===== src/sv/assert_macros.svh =====
// Assertion helpers shared by the RTL. Both macros check on the rising clock
// edge and stay quiet while reset is asserted (active low).
`ifndef ASSERT_MACROS_SVH
`define ASSERT_MACROS_SVH

`ifndef SYNTHESIS

// The consequent must hold in the same cycle as the antecedent.
`define ASSERT_IMPLIES(label, clk, rst_n, ante, cons) \
    label: assert property (@(posedge clk) disable iff (!(rst_n)) (ante) |-> (cons)) \
        else $error("assertion failed: same-cycle implication");

// The consequent must hold in the cycle after the antecedent.
`define ASSERT_NEXT(label, clk, rst_n, ante, cons) \
    label: assert property (@(posedge clk) disable iff (!(rst_n)) (ante) |=> (cons)) \
        else $error("assertion failed: next-cycle implication");

`else

`define ASSERT_IMPLIES(label, clk, rst_n, ante, cons)
`define ASSERT_NEXT(label, clk, rst_n, ante, cons)

`endif

`endif


===== src/sv/atdmd_pkg.sv =====
package atdmd_pkg;

    localparam int VOLUME_BITS = 7;
    localparam int PERIOD_BITS = 17;
    localparam int ACC60_BITS  = 15;
    localparam int ACC10_BITS  = 17;
    localparam int DEPTH_BITS  = 8;
    localparam int STEPS_BITS  = 3;
    localparam int ADDR_BITS   = 3;
    localparam int DATA_BITS   = 32;

    // Request kinds.
    localparam logic [1:0] KIND_TICK   = 2'd0;
    localparam logic [1:0] KIND_PAUSE  = 2'd1;
    localparam logic [1:0] KIND_RESUME = 2'd2;

    // Register index taken from paddr[2].
    localparam logic REG_TICK_PERIOD = 1'b0;

    localparam logic [PERIOD_BITS-1:0] PERIOD_MAX_US   = 17'd100000;
    localparam logic [PERIOD_BITS-1:0] PERIOD_RESET_US = 17'd20000;
    localparam logic [ACC10_BITS:0]    STEP_10HZ_US    = 18'd100000;
    localparam logic [ACC60_BITS-1:0]  STEP_60HZ_US    = 15'd16667;
    localparam int                     MAX_FADE_STEPS  = 6;

    // Multiples of the 60 Hz step, used to find the step count in one compare row.
    localparam logic [PERIOD_BITS-1:0] STEP60_MULT [0:MAX_FADE_STEPS] = '{
        17'd0, 17'd16667, 17'd33334, 17'd50001, 17'd66668, 17'd83335, 17'd100002
    };

    localparam logic [DEPTH_BITS-1:0] DEPTH_MAX = 8'd255;

    localparam int DUCK_RISE    = 3;
    localparam int DUCK_FALL    = 18;
    localparam int SPEECH_NUM   = 80;
    localparam int SPEECH_SHIFT = 7;

    typedef struct packed {
        logic [1:0]             kind;
        logic                   speech_active;
        logic [VOLUME_BITS-1:0] music_volume;
    } in_item_t;

    typedef struct packed {
        logic [STEPS_BITS-1:0]  fade_steps;
        logic                   duck_updated;
        logic [VOLUME_BITS-1:0] effective_volume;
        logic [DEPTH_BITS-1:0]  pause_depth;
    } out_item_t;

endpackage


===== src/sv/atdmd_duck.sv =====
module atdmd_duck (
    input  logic [atdmd_pkg::VOLUME_BITS-1:0] eff_volume,
    input  logic [atdmd_pkg::VOLUME_BITS-1:0] music_volume,
    input  logic                              speech_active,
    output logic [atdmd_pkg::VOLUME_BITS-1:0] new_volume
);

    localparam int VB = atdmd_pkg::VOLUME_BITS;
    localparam int W  = VB + 2;
    localparam int PW = VB + atdmd_pkg::SPEECH_SHIFT;
    localparam logic signed [W-1:0] RISE = W'(atdmd_pkg::DUCK_RISE);
    localparam logic signed [W-1:0] FALL = W'(atdmd_pkg::DUCK_FALL);

    logic [PW-1:0]         speech_prod;
    logic signed [W-1:0]   target;
    logic signed [W-1:0]   e_cur;
    logic signed [W-1:0]   e_mov;
    logic signed [W-1:0]   v_in;
    logic signed [W-1:0]   v_out;

    assign speech_prod = PW'(music_volume) * PW'(atdmd_pkg::SPEECH_NUM);
    assign e_cur       = W'(eff_volume);
    assign v_in        = W'(music_volume);

    always_comb begin
        // Speech ducks the music target to 80/128 of its setting.
        if (speech_active) begin
            target = W'(speech_prod[PW-1:atdmd_pkg::SPEECH_SHIFT]);
        end else begin
            target = v_in;
        end

        v_out = v_in;
        if (e_cur < v_in) begin
            e_mov = e_cur + RISE;
            if (e_mov >= target) begin
                if (v_in <= target) begin
                    v_out = target;
                end
            end else begin
                if (v_in <= e_mov) begin
                    v_out = e_mov;
                end
            end
        end else begin
            e_mov = e_cur - FALL;
            if (e_mov > target) begin
                if (v_in >= e_mov) begin
                    v_out = e_mov;
                end
            end else begin
                if (v_in >= target) begin
                    v_out = target;
                end
            end
        end

        if (v_out < 0) begin
            new_volume = '0;
        end else begin
            new_volume = v_out[VB-1:0];
        end
    end

endmodule


===== src/sv/audio_tick_divider_and_music_ducker_unit.sv =====
// Channel   Ports                      Carries
// -------   ------------------------   ----------------------------------------
// input     s_valid s_ready s_data     tick, pause or resume request
// result    m_valid m_ready m_data     fade steps, duck flag, volume, pause depth
// config    psel penable pwrite ...    tick_period_us at byte address 0
//
// A request is held in the input register and is worked out in a single pass
// into the result register; one request per cycle is sustained while m_ready
// stays high. The single pass covers the accumulate, compare row and ducking step.
// Reset (aresetn low, synchronous) clears both accumulators and the pause depth,
// sets the effective volume to full scale and the tick period to 20000 us.
// When m_ready is low the result holds, and the input register fills and then
// holds s_ready low until the result is taken.
`include "assert_macros.svh"

module audio_tick_divider_and_music_ducker_unit (
    input  logic                                aclk,
    input  logic                                aresetn,
    input  logic                                s_valid,
    output logic                                s_ready,
    input  atdmd_pkg::in_item_t                 s_data,
    output logic                                m_valid,
    input  logic                                m_ready,
    output atdmd_pkg::out_item_t                m_data,
    input  logic                                psel,
    input  logic                                penable,
    input  logic                                pwrite,
    input  logic [atdmd_pkg::ADDR_BITS-1:0]     paddr,
    input  logic [atdmd_pkg::DATA_BITS-1:0]     pwdata,
    output logic [atdmd_pkg::DATA_BITS-1:0]     prdata,
    output logic                                pready
);

    localparam int PB = atdmd_pkg::PERIOD_BITS;
    localparam int A6 = atdmd_pkg::ACC60_BITS;
    localparam int A1 = atdmd_pkg::ACC10_BITS;
    localparam int VB = atdmd_pkg::VOLUME_BITS;
    localparam int DB = atdmd_pkg::DEPTH_BITS;
    localparam int SB = atdmd_pkg::STEPS_BITS;

    logic                      in_valid_reg;
    atdmd_pkg::in_item_t       in_data_reg;
    logic                      m_valid_reg;
    logic                      m_valid_next;
    atdmd_pkg::out_item_t      m_data_reg;
    atdmd_pkg::out_item_t      m_data_next;

    logic [PB-1:0]             period_reg;
    logic [PB-1:0]             period_next;
    logic [A6-1:0]             acc60_reg;
    logic [A6-1:0]             acc60_next;
    logic [A1-1:0]             acc10_reg;
    logic [A1-1:0]             acc10_next;
    logic [VB-1:0]             eff_vol_reg;
    logic [VB-1:0]             eff_vol_next;
    logic [DB-1:0]             pause_reg;
    logic [DB-1:0]             pause_next;

    logic                      out_free;
    logic                      advance;
    logic                      cfg_write;
    logic [PB-1:0]             wr_period;
    logic [PB-1:0]             sum60;
    logic [A1:0]               sum10;
    logic [PB-1:0]             sub60;
    logic [SB-1:0]             steps;
    logic                      ducked;
    logic [VB-1:0]             duck_vol;

    atdmd_duck u_duck (
        .eff_volume    (eff_vol_reg),
        .music_volume  (in_data_reg.music_volume),
        .speech_active (in_data_reg.speech_active),
        .new_volume    (duck_vol)
    );

    assign out_free = !m_valid_reg || m_ready;
    assign advance  = in_valid_reg && out_free;
    assign s_ready  = !in_valid_reg || out_free;
    assign m_valid  = m_valid_reg;
    assign m_data   = m_data_reg;

    // Configuration port.
    assign pready    = 1'b1;
    assign cfg_write = psel && penable && pwrite &&
                       (paddr[2] == atdmd_pkg::REG_TICK_PERIOD);
    assign wr_period = pwdata[PB-1:0];
    assign prdata    = (paddr[2] == atdmd_pkg::REG_TICK_PERIOD) ?
                       atdmd_pkg::DATA_BITS'(period_reg) : '0;

    always_comb begin
        period_next = period_reg;
        if (cfg_write) begin
            if (wr_period > atdmd_pkg::PERIOD_MAX_US) begin
                period_next = atdmd_pkg::PERIOD_MAX_US;
            end else begin
                period_next = wr_period;
            end
        end
    end

    // Tick arithmetic: the step count is the largest k whose multiple of the 60 Hz
    // period is not above the sum, found by a row of independent compares.
    assign sum60 = PB'(acc60_reg) + period_reg;
    assign sum10 = (A1 + 1)'(acc10_reg) + (A1 + 1)'(period_reg);

    always_comb begin
        steps = '0;
        sub60 = '0;
        for (int k = 1; k <= atdmd_pkg::MAX_FADE_STEPS; k++) begin
            if (sum60 >= atdmd_pkg::STEP60_MULT[k]) begin
                steps = SB'(k);
                sub60 = atdmd_pkg::STEP60_MULT[k];
            end
        end
    end

    always_comb begin
        acc60_next   = acc60_reg;
        acc10_next   = acc10_reg;
        eff_vol_next = eff_vol_reg;
        pause_next   = pause_reg;
        ducked       = 1'b0;
        m_data_next  = m_data_reg;
        m_valid_next = m_valid_reg;

        if (advance) begin
            case (in_data_reg.kind)
                atdmd_pkg::KIND_PAUSE: begin
                    if (pause_reg != atdmd_pkg::DEPTH_MAX) begin
                        pause_next = pause_reg + DB'(1);
                    end
                end
                atdmd_pkg::KIND_RESUME: begin
                    if (pause_reg != '0) begin
                        pause_next = pause_reg - DB'(1);
                    end
                end
                atdmd_pkg::KIND_TICK: begin
                    if (pause_reg == '0) begin
                        acc60_next = A6'(sum60 - sub60);
                        if (sum10 >= atdmd_pkg::STEP_10HZ_US) begin
                            acc10_next   = A1'(sum10 - atdmd_pkg::STEP_10HZ_US);
                            eff_vol_next = duck_vol;
                            ducked       = 1'b1;
                        end else begin
                            acc10_next = A1'(sum10);
                        end
                    end
                end
                default: begin
                end
            endcase

            m_data_next.fade_steps =
                (in_data_reg.kind == atdmd_pkg::KIND_TICK && pause_reg == '0) ? steps : '0;
            m_data_next.duck_updated     = ducked;
            m_data_next.effective_volume = eff_vol_next;
            m_data_next.pause_depth      = pause_next;
            m_valid_next                 = 1'b1;
        end else if (m_ready) begin
            m_valid_next = 1'b0;
        end
    end

    always_ff @(posedge aclk) begin
        if (!aresetn) begin
            in_valid_reg <= 1'b0;
            m_valid_reg  <= 1'b0;
            period_reg   <= atdmd_pkg::PERIOD_RESET_US;
            acc60_reg    <= '0;
            acc10_reg    <= '0;
            eff_vol_reg  <= '1;
            pause_reg    <= '0;
        end else begin
            if (s_ready) begin
                in_valid_reg <= s_valid;
            end
            m_valid_reg <= m_valid_next;
            period_reg  <= period_next;
            acc60_reg   <= acc60_next;
            acc10_reg   <= acc10_next;
            eff_vol_reg <= eff_vol_next;
            pause_reg   <= pause_next;
        end
    end

    always_ff @(posedge aclk) begin
        if (s_ready && s_valid) begin
            in_data_reg <= s_data;
        end
        m_data_reg <= m_data_next;
    end

    `ASSERT_IMPLIES(a_acc60_range, aclk, aresetn, 1'b1, acc60_reg < atdmd_pkg::STEP_60HZ_US)
    `ASSERT_IMPLIES(a_acc10_range, aclk, aresetn, 1'b1, acc10_reg < A1'(atdmd_pkg::STEP_10HZ_US))
    `ASSERT_IMPLIES(a_steps_range, aclk, aresetn, m_valid_reg, m_data_reg.fade_steps <= SB'(atdmd_pkg::MAX_FADE_STEPS))
    `ASSERT_IMPLIES(a_duck_unpaused, aclk, aresetn, m_valid_reg && m_data_reg.duck_updated, m_data_reg.pause_depth == '0)
    `ASSERT_NEXT(a_stall_holds, aclk, aresetn, m_valid_reg && !m_ready, m_valid_reg && $stable(m_data_reg))

endmodule

===== config.mk =====
export PLATFORM = sky130hd
export DESIGN_NAME = audio_tick_divider_and_music_ducker_unit
export DESIGN_NICKNAME = d
export VERILOG_FILES = /design/src/sv/atdmd_pkg.sv /design/src/sv/atdmd_duck.sv /design/src/sv/audio_tick_divider_and_music_ducker_unit.sv
export VERILOG_INCLUDE_DIRS = /design/src /design/src/sv
export SDC_FILE = /design/constraint.sdc
export NUM_CORES = 1
export LEC_CHECK = 0
export ABC_AREA = 0
export ABC_CLOCK_PERIOD_IN_PS = 11510
export BUFFER_PORTS_ARGS = -buffer_cell sky130_fd_sc_hd__buf_4
export CAP_MARGIN = 20
export CORE_AREA = 4 4 167 153
export CTS_BUF_LIST = sky130_fd_sc_hd__clkbuf_8
export CTS_CLUSTER_DIAMETER = 60
export DETAILED_ROUTE_END_ITERATION = 7
export DIE_AREA = 0 0 171 157
export SYNTH_ARGS = -nofsm -noshare
export SYNTH_HDL_FRONTEND = slang
export SYNTH_HIERARCHICAL = 1
export SYNTH_SLANG_ARGS = --single-unit

===== constraint.sdc =====
create_clock -name aclk -period 11.51 [get_ports aclk]
set_input_delay 1.7265 -clock aclk [delete_from_list [all_inputs] [get_ports aclk]]
set_output_delay 1.7265 -clock aclk [all_outputs]
set_load 0.05 [all_outputs]

* Yosys cells after proc, flatten, opt, wreduce, memory -nomap -nowiden
Index checks and enable logic that the tools add are counted.
Word-level totals: input port bits 52, bits in registers 95, logic and storage cells 95
Operators by class: bitwise operators 2, eq/ne operators 3, reductions and logical operators 17, multiplexer cells 33, $add $sub $neg 8, magnitude comparators 16, multipliers 1
Operator list (number):
- $mux 15 | 6
- $ge 17x17->1 const B | 3
- $mux 17 | 3
- $mux 7 | 7
- $mux 9 | 5
- $ge 17x16->1 const B | 2
- $add 17x17->18 | 1
- $ge 18x17->1 const B | 1
- $add 15x17->17 | 1
- $ge 17x15->1 const B | 1
- $gt 17x17->1 const B | 1
- $sub 17x17->17 const B | 1
- $mux 8 | 2
- $pmux 8 s2 | 1
- $mux 3 | 5
- $sub 15x15->15 | 1
- $mul 7x3->10 const B | 1
- $ge 8x9->1 | 1
- $ge 9x8->1 | 1
- $gt 9x8->1 | 1
- $le 8x9->1 | 1
- $lt 9x1->1 const B | 1
- $add 7x2->8 const B | 1
- $add 8x1->8 const B | 1
- other kinds (20) | 31

* Depth between registers and ports, before layout
word-level depth 11, depth in mapped cells 29

* By module
Netlist, hierarchy kept.
Modules (own cells, without submodules):
- audio_tick_divider_and_music_ducker_unit | cells each 817, times used 1, seq. area each 2192.1 um^2, area an instance 6976.7 um^2
- atdmd_duck | cells each 323, times used 1, seq. area each 0.0 um^2, area an instance 2387.3 um^2

* Worst setup path before layout
OpenSTA, ideal clock, no wires.
path type flip-flop to flip-flop, start register period_reg[0], end register acc60_reg[14], library setup time 117 ps, setup slack 6142 ps, cell stages (with the launch flop) 29, period minus slack after synthesis 5368 ps, arrival time 5251 ps, required time 11393 ps, path buffers 1, path through dfxtp_1 ha_1 inv_1 fa_1 nand2b_1 a21oi_1 o21a_1 xnor2_1 nand4_1 a2111o_1 mux2i_1 nor2_1 or3_1 buf_2 inv_1 ha_1 inv_1 fa_1 a21o_1 a21oi_1 nor2b_1 o21ai_0 a21oi_1 a41o_1 nor3_1 xnor2_1 nor2b_1 mux2i_1 nand2_1
On the way: cells in the longest elaborated chain, start to end 9, elaborated cells on any way between the ends 14, those cells by class 2 x add/sub; 6 x order compare; 6 x mux
RTL lines:
- start: declaration | RTL line audio_tick_divider_and_music_ducker_unit.sv:48 | logic [PB-1:0] period_reg;
- start signal: assignment | RTL line audio_tick_divider_and_music_ducker_unit.sv:170 | period_reg <= atdmd_pkg::PERIOD_RESET_US;
- start signal: assignment | RTL line audio_tick_divider_and_music_ducker_unit.sv:180 | period_reg <= period_next;
- $add 15x17->17 * | RTL line audio_tick_divider_and_music_ducker_unit.sv:104 | assign sum60 = PB'(acc60_reg) + period_reg;
- $ge 17x15->1 | RTL line audio_tick_divider_and_music_ducker_unit.sv:111 | if (sum60 >= atdmd_pkg::STEP60_MULT[k]) begin
- $mux 15 (6 in a row) | RTL line audio_tick_divider_and_music_ducker_unit.sv:111
- $sub 15x15->15 * | RTL line audio_tick_divider_and_music_ducker_unit.sv:141 | acc60_next = A6'(sum60 - sub60);
- end signal: assignment | RTL line audio_tick_divider_and_music_ducker_unit.sv:181 | acc60_reg <= acc60_next;
- end: declaration | RTL line audio_tick_divider_and_music_ducker_unit.sv:50 | logic [A6-1:0] acc60_reg;
Mark *: on every way between the ends. The rest lies on a longest branch, timed or not. A chain may end at the register's enable or synchronous reset.

* Worst setup path in the final report
Same ends and word-level chain as after synthesis.

==> results.toml <==
[status]
status = "finished, final reports clean"

[route]
detail-route-antenna-nets = 0
first_iter_violations = 524
drt_wl_total_um = 25500
dr.pass1.iters = 5
remaining_drc_errors = 0
vias = 8603
wire_per_inst_um = 17.0
vias_per_cell = 5.74

[grt]
grt_pass1_wl_um = 41100
grt_use_total = 0.187
antenna_found_initial = 0
grt_pass1_vias = 7884
grt_max_degree = 46
grt_overflow = 0

[timing]
fmax_mhz = 161
fin_tns_setup_ns = 0
tightest_slew_ns = 0.871
hold_viol_final = 0
finalCritPeriodShare = 0.539
worst_slew_margin_rel = 0.417
setup_viol = 0
rsz0062_at_grt = "no"
maxSlewViolCount = 0
fin_hold_ws_ns = 0.463
fin_crit_ns = 6.21
skew_ns = 0.0178

[synthesis]
yosysWarnings = 6
ys_ff_latch = 95
ys_types = 101
async_flop_share = 0
synth_edf_count = 29
synth-main-ff-cell = "dfxtp_1"
synth-seq-area-share = 0.234
netlist_instances = 1140
synth_area_per_cell_um2 = 8.21
netlist_area_um2 = 9360

[cells_and_area]
n_antenna_cell = 0
drive_gt1_frac = 0.132
area_growth_pct = 9.71
largest_reg_flops = 19
finalNetCount = 1339
n_fill_cell = 2449

[hold_path]
hold_path.class = "flip-flop to flip-flop"
holdPathEnd = "acc60_reg[6]"
min_from = "acc60_reg[6]"
min_path_cells = 2

[placement]
dp_hpwl_um = 19500
gp_congestion = 0.922
numPortBuffers = 72

[power]
power_density_nw_per_um2 = 84.4
leakagePower_uw = 0.00431
ir_worst_vdd_mv = 0.0561

[floorplan]
die_w_um = 171
core_area_um2 = 23900
rows = 54
die_h_um = 157
die-area_um2 = 26800
start_util = 0.392
io_pins = 106

[setup_path]
worstSetupEndpointType = "flip-flop"
ff2ff_path_depth = 27
setup.reg_to_reg.worst_slack_ns = 5.30
critPathTopFamily = "compound AO/OA/AOI/OAI gates"
slowest_delay_ns = 0.48
cp_max_fo = 5
critPathKind = "flip-flop to flip-flop"
critical_path_required_ns = 11.81
reg2reg_to = "acc60_reg[14]"
arrival_ns = 6.51
r2r_start = "period_reg[0]"
critPathLaunchType = "flip-flop"
crit_buf_inv = 3
critPathSlowestCell = "or3_1"

[clock_network]
ctsRootBufferMaster = "clkbuf_8"
cts_tree = "done"
clkSinkCount = 95
cts-resized-gates = 0
htree_levels = 3
cts.path.max_buffers = 2
cts_buffers = 9
post_cts_buffers = 0
clk_pin_slew_worst_paths_ns = 0.12
cts_hold_buf = 0
insertion_delay_ns = 0.39

[flow_run]
cap_viol_max_count = 0
-- report_power, final --
group	switching [uW]	internal [uW]	total, uW
sequential	11.8	354	365
combinational	172	101	273
clock	143	85.9	229
-- stage by stage --
step / setup slack (ns) / area (um^2) / power (uW) / utilization / cells
floorplan: 6.14 / 9420 / 580 / - / 1154
global placement: 5.41 / 10100 / 639 / 0.421 / 1484
detailed placement: 5.36 / 10100 / 642 / 0.421 / 1484
CTS: 5.31 / 10300 / 875 / 0.430 / 1500
global route: 4.76 / 10300 / 922 / 0.430 / 1500
finish: 5.30 / 10300 / 867 / 0.430 / 1500
-- worst max-delay path by stage --
stage	startpoint	to	cells after the start
after global placement	period_reg[0]	acc60_reg[14]	27
after floorplan	period_reg[0]	acc60_reg[14]	28
after detailed placement	period_reg[0]	acc60_reg[14]	27
after CTS	period_reg[0]	acc60_reg[14]	27
after global routing	period_reg[0]	acc60_reg[14]	27
final	period_reg[0]	acc60_reg[14]	27
-- worst register-to-register path, cell delays in order (launching register included) --
cell and delay, ns:
dfxtp_1 0.45, ha_1 0.28, inv_1 0.07, fa_1 0.42, nand2b_1 0.23, a21oi_1 0.30
o21a_1 0.22, xnor2_1 0.24, nand4_1 0.16, a2111o_1 0.47, mux2i_1 0.19, nor2_1 0.05
or3_1 0.48, inv_1 0.10, ha_1 0.16, inv_1 0.06, fa_1 0.40, a21o_1 0.17
a21oi_1 0.20, nor2b_1 0.06, o21ai_0 0.25, a21oi_1 0.18, a41o_1 0.31, nor3_1 0.19
xnor2_1 0.11, nor2b_1 0.15, mux2i_1 0.17, nand2_1 0.07
-- metal layers --
metal	global-route usage	wire length (um)	vias up
met5	0	0	-
met1	0.274	12700	4118
met2	0.296	11400	167
met4	0.0306	255	0
met3	0.0284	1100	15
li1	-	-	4303
-- layout make-up --
class	count	area, um^2	area share
well taps	308	385	0.0375
clock inverters	7	73.8	0.00719
multi-input cells	945	6700	0.652
repair buffers	77	578	0.0563
inverters	59	221	0.0216
clock buffers	9	124	0.0121
flip-flops and latches	95	2190	0.213
-- cell usage after synthesis (5+ instances only) --
| cell type | number | area share |
|---|---|---|
| a41oi_1 | 6 | 0.0056 |
| xnor2_1 | 23 | 0.022 |
| inv_1 | 58 | 0.023 |
| or3_1 | 14 | 0.0094 |
| dfxtp_1 | 66 | 0.14 |
| nor3_1 | 22 | 0.012 |
| nor2b_1 | 34 | 0.023 |
| o211ai_1 | 18 | 0.014 |
| o21ai_0 | 59 | 0.032 |
| nor3b_1 | 5 | 0.0040 |
| and3_1 | 6 | 0.0040 |
| a21o_1 | 17 | 0.014 |
| buf_4 | 18 | 0.014 |
| o2111ai_1 | 5 | 0.0047 |
| a22o_1 | 5 | 0.0047 |
| a21oi_1 | 86 | 0.046 |
| o21a_1 | 12 | 0.0096 |
| buf_2 | 7 | 0.0037 |
| xor2_1 | 27 | 0.025 |
| o21ai_1 | 10 | 0.0053 |
| o22ai_1 | 13 | 0.0087 |
| nand3_1 | 35 | 0.019 |
| a22oi_1 | 16 | 0.013 |
| clkbuf_1 | 25 | 0.010 |
| o221ai_1 | 8 | 0.0075 |
| mux2i_1 | 25 | 0.027 |
| mux2_4 | 8 | 0.013 |
| edfxtp_1 | 29 | 0.093 |
| a31oi_1 | 11 | 0.0073 |
| ha_1 | 96 | 0.13 |
| nor4_1 | 5 | 0.0033 |
| a21boi_0 | 5 | 0.0040 |
| or2_2 | 8 | 0.0053 |
| nand3b_1 | 10 | 0.0080 |
| nand2_1 | 102 | 0.041 |
| nand2b_1 | 14 | 0.0094 |
| nand4_1 | 10 | 0.0067 |
| nor2_1 | 88 | 0.035 |
| and2_1 | 9 | 0.0060 |
| a211oi_1 | 18 | 0.014 |
-- layout by cell type, fill, tap and decap left out, types with 12 or more instances in the layout --
master and count:
conb_1 16, buf_4 77, o21a_1 12, edfxtp_1 29, mux2i_1 25, a22oi_1 16, o211ai_1 18, o21ai_0 59
a21oi_1 86, dfxtp_1 66, nor3_1 22, xnor2_1 23, nand3_1 35, o22ai_1 13, xor2_1 27, a21o_1 17
inv_1 58, nor2b_1 33, nand2b_1 14, nand2_1 102, or3_1 14, nor2_1 88, a211oi_1 18, ha_1 96
-- logic make-up after synthesis --
logic type	Yosys count	synth area share
muxes	34	0.0408
other	2	0.000802
DFF	95	0.234
xor gates and xnor gates	54	0.0537
AOI/OAI and AO/OA	357	0.271
adders and majority gates	100	0.137
and+or+nand+nor	384	0.207
buffers and inverters	114	0.0564
Power figures use the tool's default switching activity.
